`config.mk`:
```
export PLATFORM = sky130hd
export DESIGN_NAME = host_session_supervisor
export DESIGN_NICKNAME = d
export VERILOG_FILES = /design/src/hw/rtl/hss_pkg.sv /design/src/hw/rtl/hss_fifo.sv /design/src/hw/rtl/hss_front.sv /design/src/hw/rtl/hss_back.sv /design/src/hw/rtl/host_session_supervisor.sv
export SDC_FILE = /design/constraint.sdc
export NUM_CORES = 1
export LEC_CHECK = 0
export BUFFER_PORTS_ARGS = -buffer_cell sky130_fd_sc_hd__buf_4
export CORE_MARGIN = 2
export CORE_UTILIZATION = 53
export DETAILED_ROUTE_END_ITERATION = 8
export GPL_ROUTABILITY_DRIVEN = 0
export GPL_TIMING_DRIVEN = 0
export HOLD_SLACK_MARGIN = 0.08
export PLACE_DENSITY = 0.77
export SLEW_MARGIN = 20
export SYNTH_ARGS = -nofsm -noshare
export SYNTH_HDL_FRONTEND = slang
export SYNTH_SLANG_ARGS = --single-unit
export TNS_END_PERCENT = 5
```
`constraint.sdc`:
```
create_clock -name i_clk -period 4.9 [get_ports i_clk]
set_input_delay 0.735 -clock i_clk [delete_from_list [all_inputs] [get_ports i_clk]]
set_output_delay 0.735 -clock i_clk [all_outputs]
set_load 0.005 [all_outputs]
```
`src/hw/rtl/hss_pkg.sv`:
```
`default_nettype none

package hss_pkg;

    // request kinds
    localparam logic [1:0] REQ_BEFORE = 2'd0;
    localparam logic [1:0] REQ_AFTER  = 2'd1;
    localparam logic [1:0] REQ_POLL   = 2'd2;

    // command codes
    localparam logic [7:0] CMD_ECHO      = 8'd0;
    localparam logic [7:0] CMD_MOTOR_OFF = 8'd4;
    localparam logic [7:0] CMD_FN_READ   = 8'd17;
    localparam logic [7:0] CMD_FN_WRITE  = 8'd18;

    // function codes
    localparam logic [15:0] FN_SAVE       = 16'h7002;
    localparam logic [15:0] FN_ENABLE     = 16'h7004;
    localparam logic [15:0] FN_MODE       = 16'h7005;
    localparam logic [15:0] FN_CURRENT    = 16'h7006;
    localparam logic [15:0] FN_SINGLE_A   = 16'h700A;
    localparam logic [15:0] FN_LIMIT_LO   = 16'h7016;
    localparam logic [15:0] FN_LIMIT_HI   = 16'h7025;
    localparam logic [15:0] FN_SINGLE_B   = 16'h7033;
    localparam logic [15:0] FN_GAIN_LO    = 16'h7040;
    localparam logic [15:0] FN_GAIN_HI    = 16'h7045;
    localparam logic [15:0] FN_FILT_LO    = 16'h7050;
    localparam logic [15:0] FN_FILT_HI    = 16'h7052;
    localparam logic [15:0] FN_KNOB_MODE  = 16'h8001;
    localparam logic [15:0] FN_KNOB_HI    = 16'h8004;
    localparam logic [15:0] FN_TUNE_LO    = 16'h8101;
    localparam logic [15:0] FN_TUNE_HI    = 16'h8107;
    localparam logic [15:0] FN_RANGE_LO   = 16'h8201;
    localparam logic [15:0] FN_RANGE_HI   = 16'h820E;

    localparam logic [31:0] MODE_KNOB_SEL = 32'd4;

    // session stages
    localparam logic [2:0] ST_IDLE       = 3'd0;
    localparam logic [2:0] ST_DISABLED   = 3'd1;
    localparam logic [2:0] ST_CUR_ZERO   = 3'd2;
    localparam logic [2:0] ST_CONFIG     = 3'd3;
    localparam logic [2:0] ST_DIAL       = 3'd4;
    localparam logic [2:0] ST_ENABLED    = 3'd5;
    localparam logic [2:0] ST_STOP_ARMED = 3'd6;
    localparam logic [2:0] ST_STOPPED    = 3'd7;

    // event bit positions
    localparam int EV_ACQUIRED  = 0;
    localparam int EV_CFG_BEGIN = 1;
    localparam int EV_COMMITTED = 2;
    localparam int EV_SNAPSHOT  = 3;
    localparam int EV_STOPPED   = 4;
    localparam int EV_SAVE      = 5;
    localparam int EV_TIMEOUT   = 6;
    localparam int EV_W         = 7;

    localparam logic [31:0] TIMEOUT_RESET = 32'd1000;

    typedef struct packed {
        logic [1:0]         req_type;
        logic [7:0]         command_code;
        logic [15:0]        function_code;
        logic signed [31:0] write_value;
        logic [31:0]        now_ms;
        logic               out_on;
        logic               cmd_ok;
        logic               sup;
        logic               mut;
        logic               snap;
    } t_cmd;

    typedef struct packed {
        logic [EV_W-1:0] events;
        logic            host_attached;
        logic [2:0]      session_stage;
        logic            output_restore;
        logic            config_pending;
        logic            config_committed;
        logic            is_mutating;
        logic            alters_snapshot;
    } t_res;

endpackage

`default_nettype wire

```
`src/hw/rtl/hss_fifo.sv`:
```
`default_nettype none

module hss_fifo #(
    parameter int W     = 8,
    parameter int DEPTH = 2
) (
    input  wire logic         i_clk,
    input  wire logic         i_rst_n,
    input  wire logic         i_push,
    input  wire logic [W-1:0] i_data,
    output logic              o_full,
    input  wire logic         i_pop,
    output logic [W-1:0]      o_data,
    output logic              o_empty
);

    localparam int AW = (DEPTH > 1) ? $clog2(DEPTH) : 1;
    localparam int CW = $clog2(DEPTH + 1);

    logic [W-1:0]  r_mem [DEPTH];
    logic [AW-1:0] r_wr, n_wr;
    logic [AW-1:0] r_rd, n_rd;
    logic [CW-1:0] r_cnt, n_cnt;
    logic          do_push;
    logic          do_pop;

    assign o_full  = (r_cnt == CW'(DEPTH));
    assign o_empty = (r_cnt == '0);
    assign o_data  = r_mem[r_rd];
    assign do_push = i_push && !o_full;
    assign do_pop  = i_pop && !o_empty;

    always_comb begin
        n_wr = r_wr;
        n_rd = r_rd;
        if (do_push) begin
            n_wr = (r_wr == AW'(DEPTH - 1)) ? '0 : r_wr + 1'b1;
        end
        if (do_pop) begin
            n_rd = (r_rd == AW'(DEPTH - 1)) ? '0 : r_rd + 1'b1;
        end
        unique case ({do_push, do_pop})
            2'b10:   n_cnt = r_cnt + 1'b1;
            2'b01:   n_cnt = r_cnt - 1'b1;
            default: n_cnt = r_cnt;
        endcase
    end

    always_ff @(posedge i_clk) begin
        if (!i_rst_n) begin
            r_wr  <= '0;
            r_rd  <= '0;
            r_cnt <= '0;
        end else begin
            r_wr  <= n_wr;
            r_rd  <= n_rd;
            r_cnt <= n_cnt;
        end
    end

    always_ff @(posedge i_clk) begin
        if (do_push) begin
            r_mem[r_wr] <= i_data;
        end
    end

endmodule

`default_nettype wire

```
`src/hw/rtl/hss_front.sv`:
```
`default_nettype none

module hss_front
    import hss_pkg::*;
(
    input  wire logic        [1:0]  i_req_type,
    input  wire logic        [7:0]  i_command_code,
    input  wire logic        [15:0] i_function_code,
    input  wire logic signed [31:0] i_write_value,
    input  wire logic        [31:0] i_now_ms,
    input  wire logic               i_out_on,
    input  wire logic               i_cmd_ok,
    output t_cmd                    o_cmd
);

    function automatic logic in_rng(input logic [15:0] f, input logic [15:0] lo,
                                    input logic [15:0] hi);
        return (f >= lo) && (f <= hi);
    endfunction

    logic known_wr;
    logic snap_fn;
    logic sup;

    always_comb begin
        snap_fn  = (i_function_code == FN_KNOB_MODE) ||
                   in_rng(i_function_code, FN_TUNE_LO, FN_TUNE_HI) ||
                   in_rng(i_function_code, FN_RANGE_LO, FN_RANGE_HI);
        known_wr = snap_fn ||
                   in_rng(i_function_code, FN_SAVE, FN_CURRENT) ||
                   (i_function_code == FN_SINGLE_A) ||
                   in_rng(i_function_code, FN_LIMIT_LO, FN_LIMIT_HI) ||
                   (i_function_code == FN_SINGLE_B) ||
                   in_rng(i_function_code, FN_GAIN_LO, FN_GAIN_HI) ||
                   in_rng(i_function_code, FN_FILT_LO, FN_FILT_HI) ||
                   in_rng(i_function_code, FN_KNOB_MODE, FN_KNOB_HI);
        unique case (i_command_code)
            CMD_ECHO, 8'd3, CMD_MOTOR_OFF, 8'd7, 8'd9, 8'd10, 8'd11,
            8'd12, 8'd13, 8'd14, 8'd15, CMD_FN_READ: sup = 1'b1;
            CMD_FN_WRITE:                            sup = known_wr;
            default:                                 sup = 1'b0;
        endcase

        o_cmd.req_type       = i_req_type;
        o_cmd.command_code   = i_command_code;
        o_cmd.function_code  = i_function_code;
        o_cmd.write_value    = i_write_value;
        o_cmd.now_ms         = i_now_ms;
        o_cmd.out_on         = i_out_on;
        o_cmd.cmd_ok         = i_cmd_ok;
        o_cmd.sup            = sup;
        o_cmd.mut            = sup && (i_command_code != CMD_ECHO) &&
                               (i_command_code != CMD_FN_READ);
        o_cmd.snap           = (i_command_code == CMD_FN_WRITE) && snap_fn;
    end

endmodule

`default_nettype wire

```
`src/hw/rtl/hss_back.sv`:
```
`default_nettype none

module hss_back
    import hss_pkg::*;
(
    input  wire logic        i_clk,
    input  wire logic        i_rst_n,
    input  wire logic [31:0] i_timeout_ms,
    input  wire t_cmd        i_cmd,
    input  wire logic        i_cmd_empty,
    output logic             o_cmd_pop,
    input  wire logic        i_res_full,
    output t_res             o_res,
    output logic             o_res_push
);

    logic            r_attached, n_attached;
    logic            r_restore, n_restore;
    logic            r_committed, n_committed;
    logic            r_pending, n_pending;
    logic [2:0]      r_stage, n_stage;
    logic [31:0]     r_last_time, n_last_time;
    logic [EV_W-1:0] ev;
    logic [31:0]     elapsed;
    logic            fire;
    logic            is_wr;
    logic            val_zero;

    assign fire       = !i_cmd_empty && !i_res_full;
    assign o_cmd_pop  = fire;
    assign o_res_push = fire;
    assign elapsed    = i_cmd.now_ms - r_last_time;
    assign is_wr      = (i_cmd.command_code == CMD_FN_WRITE);
    assign val_zero   = (i_cmd.write_value == '0);

    always_comb begin
        n_attached  = r_attached;
        n_restore   = r_restore;
        n_committed = r_committed;
        n_pending   = r_pending;
        n_stage     = r_stage;
        n_last_time = r_last_time;
        ev          = '0;

        unique case (i_cmd.req_type)
            REQ_BEFORE: begin
                if (i_cmd.mut) begin
                    if (!r_attached) begin
                        // acquire: fresh session, stage back to idle
                        n_attached         = 1'b1;
                        n_restore          = i_cmd.out_on;
                        n_last_time        = i_cmd.now_ms;
                        n_stage            = ST_IDLE;
                        n_committed        = 1'b0;
                        ev[EV_ACQUIRED]    = 1'b1;
                    end else if (is_wr && i_cmd.function_code == FN_KNOB_MODE &&
                                 r_stage == ST_CUR_ZERO) begin
                        n_pending          = 1'b1;
                        n_stage            = ST_CONFIG;
                        ev[EV_CFG_BEGIN]   = 1'b1;
                    end
                end
            end
            REQ_AFTER: begin
                if (i_cmd.cmd_ok && i_cmd.sup && r_attached) begin
                    n_last_time = i_cmd.now_ms;
                    priority if (!is_wr) begin
                        if (i_cmd.command_code == CMD_MOTOR_OFF) begin
                            n_stage = ST_DISABLED;
                        end
                    end else if (i_cmd.function_code == FN_ENABLE) begin
                        if (val_zero) begin
                            if (r_stage == ST_STOP_ARMED && r_committed) begin
                                n_stage         = ST_STOPPED;
                                ev[EV_STOPPED]  = 1'b1;
                            end else begin
                                n_stage = ST_DISABLED;
                            end
                        end else if (r_stage == ST_DIAL) begin
                            n_stage           = ST_ENABLED;
                            n_committed       = 1'b1;
                            ev[EV_COMMITTED]  = 1'b1;
                        end
                    end else if (i_cmd.function_code == FN_CURRENT && val_zero) begin
                        if (r_stage == ST_DISABLED) begin
                            n_stage = ST_CUR_ZERO;
                        end else if (r_stage == ST_ENABLED || r_stage == ST_STOPPED) begin
                            n_stage = ST_STOP_ARMED;
                        end
                    end else if (i_cmd.function_code == FN_KNOB_MODE) begin
                        n_pending = 1'b0;
                        if (r_stage == ST_CONFIG || r_stage == ST_ENABLED) begin
                            ev[EV_SNAPSHOT] = 1'b1;
                        end
                    end else if (i_cmd.function_code == FN_MODE &&
                                 i_cmd.write_value == MODE_KNOB_SEL &&
                                 r_stage == ST_CONFIG) begin
                        n_stage = ST_DIAL;
                    end else if (i_cmd.snap && (r_stage == ST_CONFIG ||
                                 r_stage == ST_DIAL || r_stage == ST_ENABLED)) begin
                        ev[EV_SNAPSHOT] = 1'b1;
                    end else if (i_cmd.function_code == FN_SAVE && !val_zero) begin
                        ev[EV_SAVE] = 1'b1;
                    end
                end
            end
            REQ_POLL: begin
                // release only; stage and flags hold until next acquire
                if (r_attached && elapsed >= i_timeout_ms) begin
                    n_attached      = 1'b0;
                    ev[EV_TIMEOUT]  = 1'b1;
                end
            end
            default: begin
            end
        endcase

        o_res.events           = ev;
        o_res.host_attached    = n_attached;
        o_res.session_stage    = n_stage;
        o_res.output_restore   = n_restore;
        o_res.config_pending   = n_pending;
        o_res.config_committed = n_committed;
        o_res.is_mutating      = i_cmd.mut;
        o_res.alters_snapshot  = i_cmd.snap;
    end

    always_ff @(posedge i_clk) begin
        if (!i_rst_n) begin
            r_attached  <= 1'b0;
            r_restore   <= 1'b0;
            r_committed <= 1'b0;
            r_pending   <= 1'b0;
            r_stage     <= ST_IDLE;
            r_last_time <= '0;
        end else if (fire) begin
            r_attached  <= n_attached;
            r_restore   <= n_restore;
            r_committed <= n_committed;
            r_pending   <= n_pending;
            r_stage     <= n_stage;
            r_last_time <= n_last_time;
        end
    end

endmodule

`default_nettype wire

```
`src/hw/rtl/host_session_supervisor.sv`:
```
// Host session supervisor. Command checks and timeout polls enter through a
// push/full queue port; one result word per item leaves through an
// empty/pop queue port, in order. The block sustains one item per clock
// while results drain: the front classifies each word as it is pushed, a
// small queue decouples it from the back, and the back updates the session
// state and writes the result into the output queue. A result goes through
// both queues. timeout_ms sits at byte address 0 of the APB port (reset
// value 1000); write it only while no word is in flight.
`default_nettype none

module host_session_supervisor
    import hss_pkg::*;
#(
    parameter int QUEUE_DEPTH = 2
) (
    input  wire logic               i_clk,
    input  wire logic               i_rst_n,

    input  wire logic               push,
    output logic                    full,
    input  wire logic        [1:0]  i_req_type,
    input  wire logic        [7:0]  i_command_code,
    input  wire logic        [15:0] i_function_code,
    input  wire logic signed [31:0] i_write_value,
    input  wire logic        [31:0] i_now_ms,
    input  wire logic               i_out_on,
    input  wire logic               i_cmd_ok,

    output logic                    empty,
    input  wire logic               pop,
    output logic [EV_W-1:0]         o_events,
    output logic                    o_host_attached,
    output logic [2:0]              o_session_stage,
    output logic                    o_output_restore,
    output logic                    o_config_pending,
    output logic                    o_config_committed,
    output logic                    o_is_mutating,
    output logic                    o_alters_snapshot,

    input  wire logic               psel,
    input  wire logic               penable,
    input  wire logic               pwrite,
    input  wire logic        [2:0]  paddr,
    input  wire logic        [31:0] pwdata,
    output logic             [31:0] prdata,
    output logic                    pready
);

    logic [31:0] r_timeout_ms;
    t_cmd        front_cmd;
    t_cmd        q_cmd;
    logic        q_empty;
    logic        q_pop;
    t_res        back_res;
    t_res        out_res;
    logic        res_full;
    logic        res_push;
    logic        reg_hit;

    assign pready  = 1'b1;
    assign reg_hit = (paddr[2] == 1'b0);
    assign prdata  = reg_hit ? r_timeout_ms : '0;

    always_ff @(posedge i_clk) begin
        if (!i_rst_n) begin
            r_timeout_ms <= TIMEOUT_RESET;
        end else if (psel && penable && pwrite && pready && reg_hit) begin
            r_timeout_ms <= pwdata;
        end
    end

    hss_front u_front (
        .i_req_type       (i_req_type),
        .i_command_code   (i_command_code),
        .i_function_code  (i_function_code),
        .i_write_value    (i_write_value),
        .i_now_ms         (i_now_ms),
        .i_out_on         (i_out_on),
        .i_cmd_ok         (i_cmd_ok),
        .o_cmd            (front_cmd)
    );

    hss_fifo #(
        .W     ($bits(t_cmd)),
        .DEPTH (QUEUE_DEPTH)
    ) u_cmd_q (
        .i_clk   (i_clk),
        .i_rst_n (i_rst_n),
        .i_push  (push),
        .i_data  (front_cmd),
        .o_full  (full),
        .i_pop   (q_pop),
        .o_data  (q_cmd),
        .o_empty (q_empty)
    );

    hss_back u_back (
        .i_clk        (i_clk),
        .i_rst_n      (i_rst_n),
        .i_timeout_ms (r_timeout_ms),
        .i_cmd        (q_cmd),
        .i_cmd_empty  (q_empty),
        .o_cmd_pop    (q_pop),
        .i_res_full   (res_full),
        .o_res        (back_res),
        .o_res_push   (res_push)
    );

    hss_fifo #(
        .W     ($bits(t_res)),
        .DEPTH (QUEUE_DEPTH)
    ) u_res_q (
        .i_clk   (i_clk),
        .i_rst_n (i_rst_n),
        .i_push  (res_push),
        .i_data  (back_res),
        .o_full  (res_full),
        .i_pop   (pop),
        .o_data  (out_res),
        .o_empty (empty)
    );

    assign o_events           = out_res.events;
    assign o_host_attached    = out_res.host_attached;
    assign o_session_stage    = out_res.session_stage;
    assign o_output_restore   = out_res.output_restore;
    assign o_config_pending   = out_res.config_pending;
    assign o_config_committed = out_res.config_committed;
    assign o_is_mutating      = out_res.is_mutating;
    assign o_alters_snapshot  = out_res.alters_snapshot;

endmodule

`default_nettype wire

```
* Word-level counts from Yosys, hierarchy flattened
Memory sizes are Yosys's and may differ from the RTL's. A register that Yosys moved wholly into a read port is not among the register bits. Cells that the tools add are included.
Storage, ports and cells: RAM bits 222, flip-flop bits (word level) 79, memories 2, input bits 134, output and inout bits 51
Operators by class: equality and inequality tests 42, reduce and logical (&&, ||, !) cells 58, muxes and demuxes 87, $lt $le $gt $ge 15, bitwise logic cells 1, $add $sub $neg 9
Memories:
- u_cmd_q.r_mem | depth 2, width 95, rd ports 1, clocked after memory_dff 1, write ports 1, line hss_fifo.sv:20 | logic [W-1:0] r_mem [DEPTH];
- u_res_q.r_mem | depth 2, width 16, rd ports 1, clocked after memory_dff 1, write ports 1, line hss_fifo.sv:20
Operators by type and width (count):
- two-way mux 32 bit | 4
- equality test 16 x 15 -> 1 bit (second input constant) | 6
- greater-or-equal comparator 16 x 15 -> 1 bit (second input constant) | 4
- <= comparator 16 x 15 -> 1 bit (second input constant) | 4
- case mux 32 bit (2 select lines) | 1
- equality test 8 x 4 -> 1 bit (second input constant) | 7
- two-way mux 1 bit | 55
- greater-or-equal comparator 16 bit (second input constant) | 3
- <= comparator 16 bit (second input constant) | 3
- two-way mux 3 bit | 15
- equality test 16 bit (second input constant) | 2
- equality test 32 x 3 -> 1 bit (second input constant) | 1
- greater-or-equal comparator 32 bit | 1
- logical NOT 32 bit | 1
- subtractor 32 bit | 1
- logical AND 1 bit | 29
- equality test 8 x 3 -> 1 bit (second input constant) | 3
- equality test 8 x 5 -> 1 bit (second input constant) | 3
- logical OR 1 bit | 13
- equality test 3 bit (second input constant) | 4
- two-way mux 4 bit | 3
- OR reduction 12 bit | 1
- equality test 2 bit (second input constant) | 5
- equality test 8 x 2 -> 1 bit (second input constant) | 1
- 20 further kinds | 42

* Depth between registers and ports, before layout
depth in word-level cells 14, mapped depth 24, gate-level depth less buffers 21

* Cells and area by module
A second synthesis with hierarchy kept.
Second synthesis, totals: cell total of the unflattened synthesis 1377, area total of the unflattened synthesis 15890.2 um^2
By module, submodules not included:
- hss_fifo (u_cmd_q) | area an instance 7099.3 um^2, sequential area each 5805.6 um^2, times used 1, cells each 322
- hss_back | area an instance 4633.2 um^2, sequential area each 780.7 um^2, times used 1, cells each 635
- host_session_supervisor | area an instance 1567.8 um^2, sequential area each 640.6 um^2, times used 1, cells each 177
- hss_fifo (u_res_q) | area an instance 1387.6 um^2, sequential area each 1061.0 um^2, times used 1, cells each 76
- hss_front | area an instance 1202.4 um^2, sequential area each 0.0 um^2, times used 1, cells each 167

* Worst setup path before layout
No wires, ideal clock.
path type input-to-reg, start in push, end mem u_cmd_q.r_mem[0][0] in the netlist's numbering, enable pin, required time 4.349 ns, buffers on the path 0, stages on the path 2, arrival 4.792 ns, setup time 0.551 ns, path slack -0.443 ns, cell sequence nand2_1 nor2_1
On the way: word-level cells in the longest chain between the ends 3
RTL lines:
- start: declaration | line host_session_supervisor.sv:19 | input wire logic push,
- logical AND 1 bit | line hss_fifo.sv:30 | assign do_push = i_push && !o_full;
- two-way mux 1 bit | line hss_fifo.sv:62 | if (do_push) begin
- two-way mux 1 bit (implied by the code) | line hss_fifo.sv:63 | r_mem[r_wr] <= i_data;
- end: declaration | line hss_fifo.sv:20
Every way passes these cells.

==> results_dict.tcl <==
set metrics [dict create \
    io_buffers 179 \
    yosys.area_share.adder 0.0593 \
    min_period_over_period 0.957 \
    rows 60 \
    worstMarginPinSlew_ns 0.858 \
    wl_per_cell_um 17.7 \
    synth_top_area_cell "edfxtp_1" \
    grt_pass1_wl_mm 50.1 \
    fmax_ghz 0.213 \
    htreeDepth 1 \
    overflow 0 \
    root_buffer "clkbuf_16" \
    synth_edf_count 222 \
    slowest_delay_ns 0.41 \
    hp-class "in -> reg" \
    antenna_found_initial 3 \
    ioPinCount 185 \
    ys_top_cells_by_area "edfxtp_1, dfxtp_1, ha_1" \
    grt_use_total 0.222 \
    slew_violations 0 \
    critPathArrivalTime_ns 5.12 \
    crit_path_end_kind "register" \
    crit_path_max_fanout 8 \
    fillers 2030 \
    die-area_sq_um 28300 \
    drc 0 \
    cp_cell_sequence "clkbuf_16 -> mux2_4 -> ha_4 -> nor2b_2 -> o2111a_1 -> o211ai_1 -> a21oi_2 -> or2_1 -> a31oi_1 -> xnor2_1 -> ha_1 -> a21o_1 -> a21o_1 -> a21o_1 -> a21o_1 -> a21oi_2 -> o211ai_1 -> a31o_2 -> a222oi_1 -> buf_4" \
    grt_max_degree 46 \
    nNetsFinal 1638 \
    holdWs_ns 0.359 \
    core-area_sq_um 26700 \
    fin_tns_setup_ns 0 \
    cp.required_ns 5.33 \
    synth_xor_area_frac 0.0221 \
    seqCellArea_sq_um 8290 \
    finClkSkew_ns 0.0114 \
    ff2ff_setup_slack_ns 0.21 \
    ant_nets 0 \
    crit_family "compound AO/OA/AOI/OAI gates" \
    ys_ff_latch 303 \
    cts_tree "done" \
    post-route-util 0.657 \
    layout-drive-gt1-share 0.238 \
    synth_cell_types 77 \
    netlist_instances 1201 \
    hpwl_mm 23.3 \
    postSynthAreaPerCell_sq_um 11.9 \
    die_w_um 168 \
    synthMuxAreaShare 0.0661 \
    finalCriticalPeriod_ns 4.69 \
    slew_headroom 0.428 \
    drt-pass1-iter-count 5 \
    p_leak_nw 6.43 \
    setup_viol 0 \
    clock_sinks 303 \
    synth_top_area_frac 0.467 \
    max-vdd-ir-drop_uv 355 \
    ys.flop_type "edfxtp_1" \
    cts_hold_buf 0 \
    netlist_area_sq_um 14300 \
    ys_seq_area_frac 0.581 \
    grt_pass1_vias 9861 \
    viasPerCell 5.61 \
    synthArstFlopShare 0 \
    synth_compound_area_frac 0.118 \
    clk_pin_slew_ns 0.06 \
    worst-path-buf-inv 2 \
    clk_path_buf_depth 3 \
    start_kind "register" \
    drtIter0Drc 696 \
    post-route-cell-area_sq_um 17600 \
    cts_buffers 31 \
    finalWirelength_mm 31.9 \
    num_vias 10100 \
    critical_path_class "reg -> reg" \
    synth.net_count 1402 \
    cp_slowest_cell "dfxtp_4" \
    placed_cell_area_sq_um 16200 \
    multi_input_area_sq_um 5700 \
    final-hold-violation-count 0 \
    die_h_um 168 \
    cap_violations 0 \
    syn_to_final_growth_pct 23.0 \
    outcome "finished, final reports clean" \
    power_density_nw_per_um2 493 \
    clock_latency_ns 0.56 \
    synthSimpleGateAreaFrac 0.120 \
    cpMostUsedCell "a21o_1" \
    synth_top_family_by_area "simple AND/OR/NAND/NOR gates" \
    start_util 0.534 \
    rsz0062_at_grt "no" \
    yosysWarningCount 0 \
]
[worst reg2reg max path: stages (launching register included)]
cell and delay, ns:
dfxtp_4 0.41, clkbuf_16 0.18, mux2_4 0.34, ha_4 0.24, nor2b_2 0.15, o2111a_1 0.25, o211ai_1 0.30, a21oi_2 0.13
or2_1 0.27, a31oi_1 0.20, xnor2_1 0.18, ha_1 0.31, a21o_1 0.17, a21o_1 0.18, a21o_1 0.18, a21o_1 0.18
a21oi_2 0.11, o211ai_1 0.12, a31o_2 0.29, a222oi_1 0.22, buf_4 0.17
[Yosys cell counts, types with 13 or more instances]
master	count
a21boi_0	30
a21o_1	33
a21oi_1	51
clkbuf_1	30
dfxtp_1	81
edfxtp_1	222
ha_1	66
inv_1	79
mux2_2	49
mux2i_1	38
nand2_1	105
nand3_1	15
nor2_1	79
nor2b_1	40
nor3_1	13
nor4_1	22
o211ai_1	13
o21ai_0	26
xnor2_1	27
[path summary, 6_finish.rpt]
path / endpoint / cells after the start / from
max reg2reg: u_res_q.r_mem[1][8] / 20 / register
max: u_res_q.r_mem[1][8] / 20 / register
min: u_cmd_q.r_mem[1][9] / 1 / i_now_ms[4]
min reg2reg: r_timeout_ms[23] / 2 / r_timeout_ms[23]
[what timing repair did]
item / in CTS / in global routing
setup endpoints to repair: 5 / 5
pin swaps: 12 / 17
hold endpoints to repair: 0 / 0
cloned: 0 / 0
setup buffers: 11 / 9
gates resized for setup: 35 / 16
[metal layers]
| layer | part of all wire | vias to the layer above | routed length (um) | global-route usage |
|---|---|---|---|---|
| met4 | 0.027 | 2 | 846 | 0.0648 |
| met2 | 0.49 | 351 | 15800 | 0.397 |
| li1 | - | 4883 | - | - |
| met3 | 0.067 | 61 | 2150 | 0.0407 |
| met1 | 0.41 | 4820 | 13100 | 0.276 |
| met5 | 0.00028 | - | 9 | 0 |
[area by class of cell]
type                       instances  area share
tap                              341      0.0243
clock inverter                    20      0.0119
multi-input combinational        776       0.324
inverter                          80      0.0171
timing repair buffer             205      0.0936
buffer                            40      0.0109
antenna                            1    0.000143
clock buffer                      37      0.0455
sequential                       303       0.472
[cell families after synthesis]
group                      count (synthesis)
muxes                                     88
other                                      1
adders and majority gates                 67
DFF                                      303
buffers and inverters                    122
and+or+nand+nor                          343
AOI/OAI and AO/OA                        241
xor gates and xnor gates                  36
[through the flow]
step / setup slack, ns / cells / power [mW]
after global routing: 0.0115 / 1802 / 9.16
final: 0.211 / 1803 / 8.66
after CTS: -0.00334 / 1795 / 8.61
after floorplan: -0.0951 / 1201 / 5.27
after global placement: -1.44 / 1721 / 6.03
after detailed placement: -1.55 / 1727 / 6.15
[layout by cell type, fill, tap and decap left out, types with 7 or more instances in the layout]
| cell | synthesis | routed |
|---|---|---|
| edfxtp_1 | 222 | 222 |
| clkbuf_1 | 30 | 35 |
| nand2b_1 | 10 | 10 |
| nor2_1 | 79 | 76 |
| a21oi_1 | 51 | 44 |
| inv_1 | 79 | 79 |
| o21a_1 | 9 | 9 |
| dfxtp_1 | 81 | 80 |
| nand4_1 | 11 | 11 |
| o21ai_0 | 26 | 24 |
| nor2b_1 | 40 | 39 |
| nor4_1 | 22 | 22 |
| a21boi_0 | 30 | 30 |
| mux2_2 | 49 | 48 |
| a31oi_1 | 8 | 7 |
| buf_4 | 1 | 200 |
| xor2_1 | 9 | 9 |
| nor3_1 | 13 | 12 |
| a21o_1 | 33 | 33 |
| clkinv_1 | 1 | 7 |
| xnor2_1 | 27 | 27 |
| ha_1 | 66 | 61 |
| buf_2 | 8 | 7 |
| nand3_1 | 15 | 15 |
| nand2_1 | 105 | 105 |
| o211ai_1 | 13 | 13 |
| mux2i_1 | 38 | 37 |
| a21oi_2 | 0 | 7 |
| clkbuf_16 | 0 | 32 |
[flip-flops by register name, indices dropped and copies added (netlist names), named ones only]
signal / count
r_timeout_ms: 32
u_back.r_attached: 1
u_back.r_committed: 1
u_back.r_last_time: 32
u_back.r_pending: 1
u_back.r_restore: 1
u_back.r_stage: 3
u_cmd_q.r_cnt: 2
u_cmd_q.r_mem: 190
u_cmd_q.r_rd: 1
u_cmd_q.r_wr: 1
u_res_q.r_cnt: 2
u_res_q.r_mem: 32
u_res_q.r_rd: 1
u_res_q.r_wr: 1
[where the power goes]
| group | switching, mW | leakage (nW) | internal [mW] | total, mW |
|---|---|---|---|---|
| Combinational | 1.63 | 3.19 | 1.41 | 3.04 |
| Sequential | 0.127 | 2.74 | 3.18 | 3.31 |
| Clock | 0.939 | 0.494 | 1.37 | 2.31 |
| Total | 2.69 | 6.43 | 5.96 | 8.66 |
No activity file was read; power rests on OpenSTA's default activity.
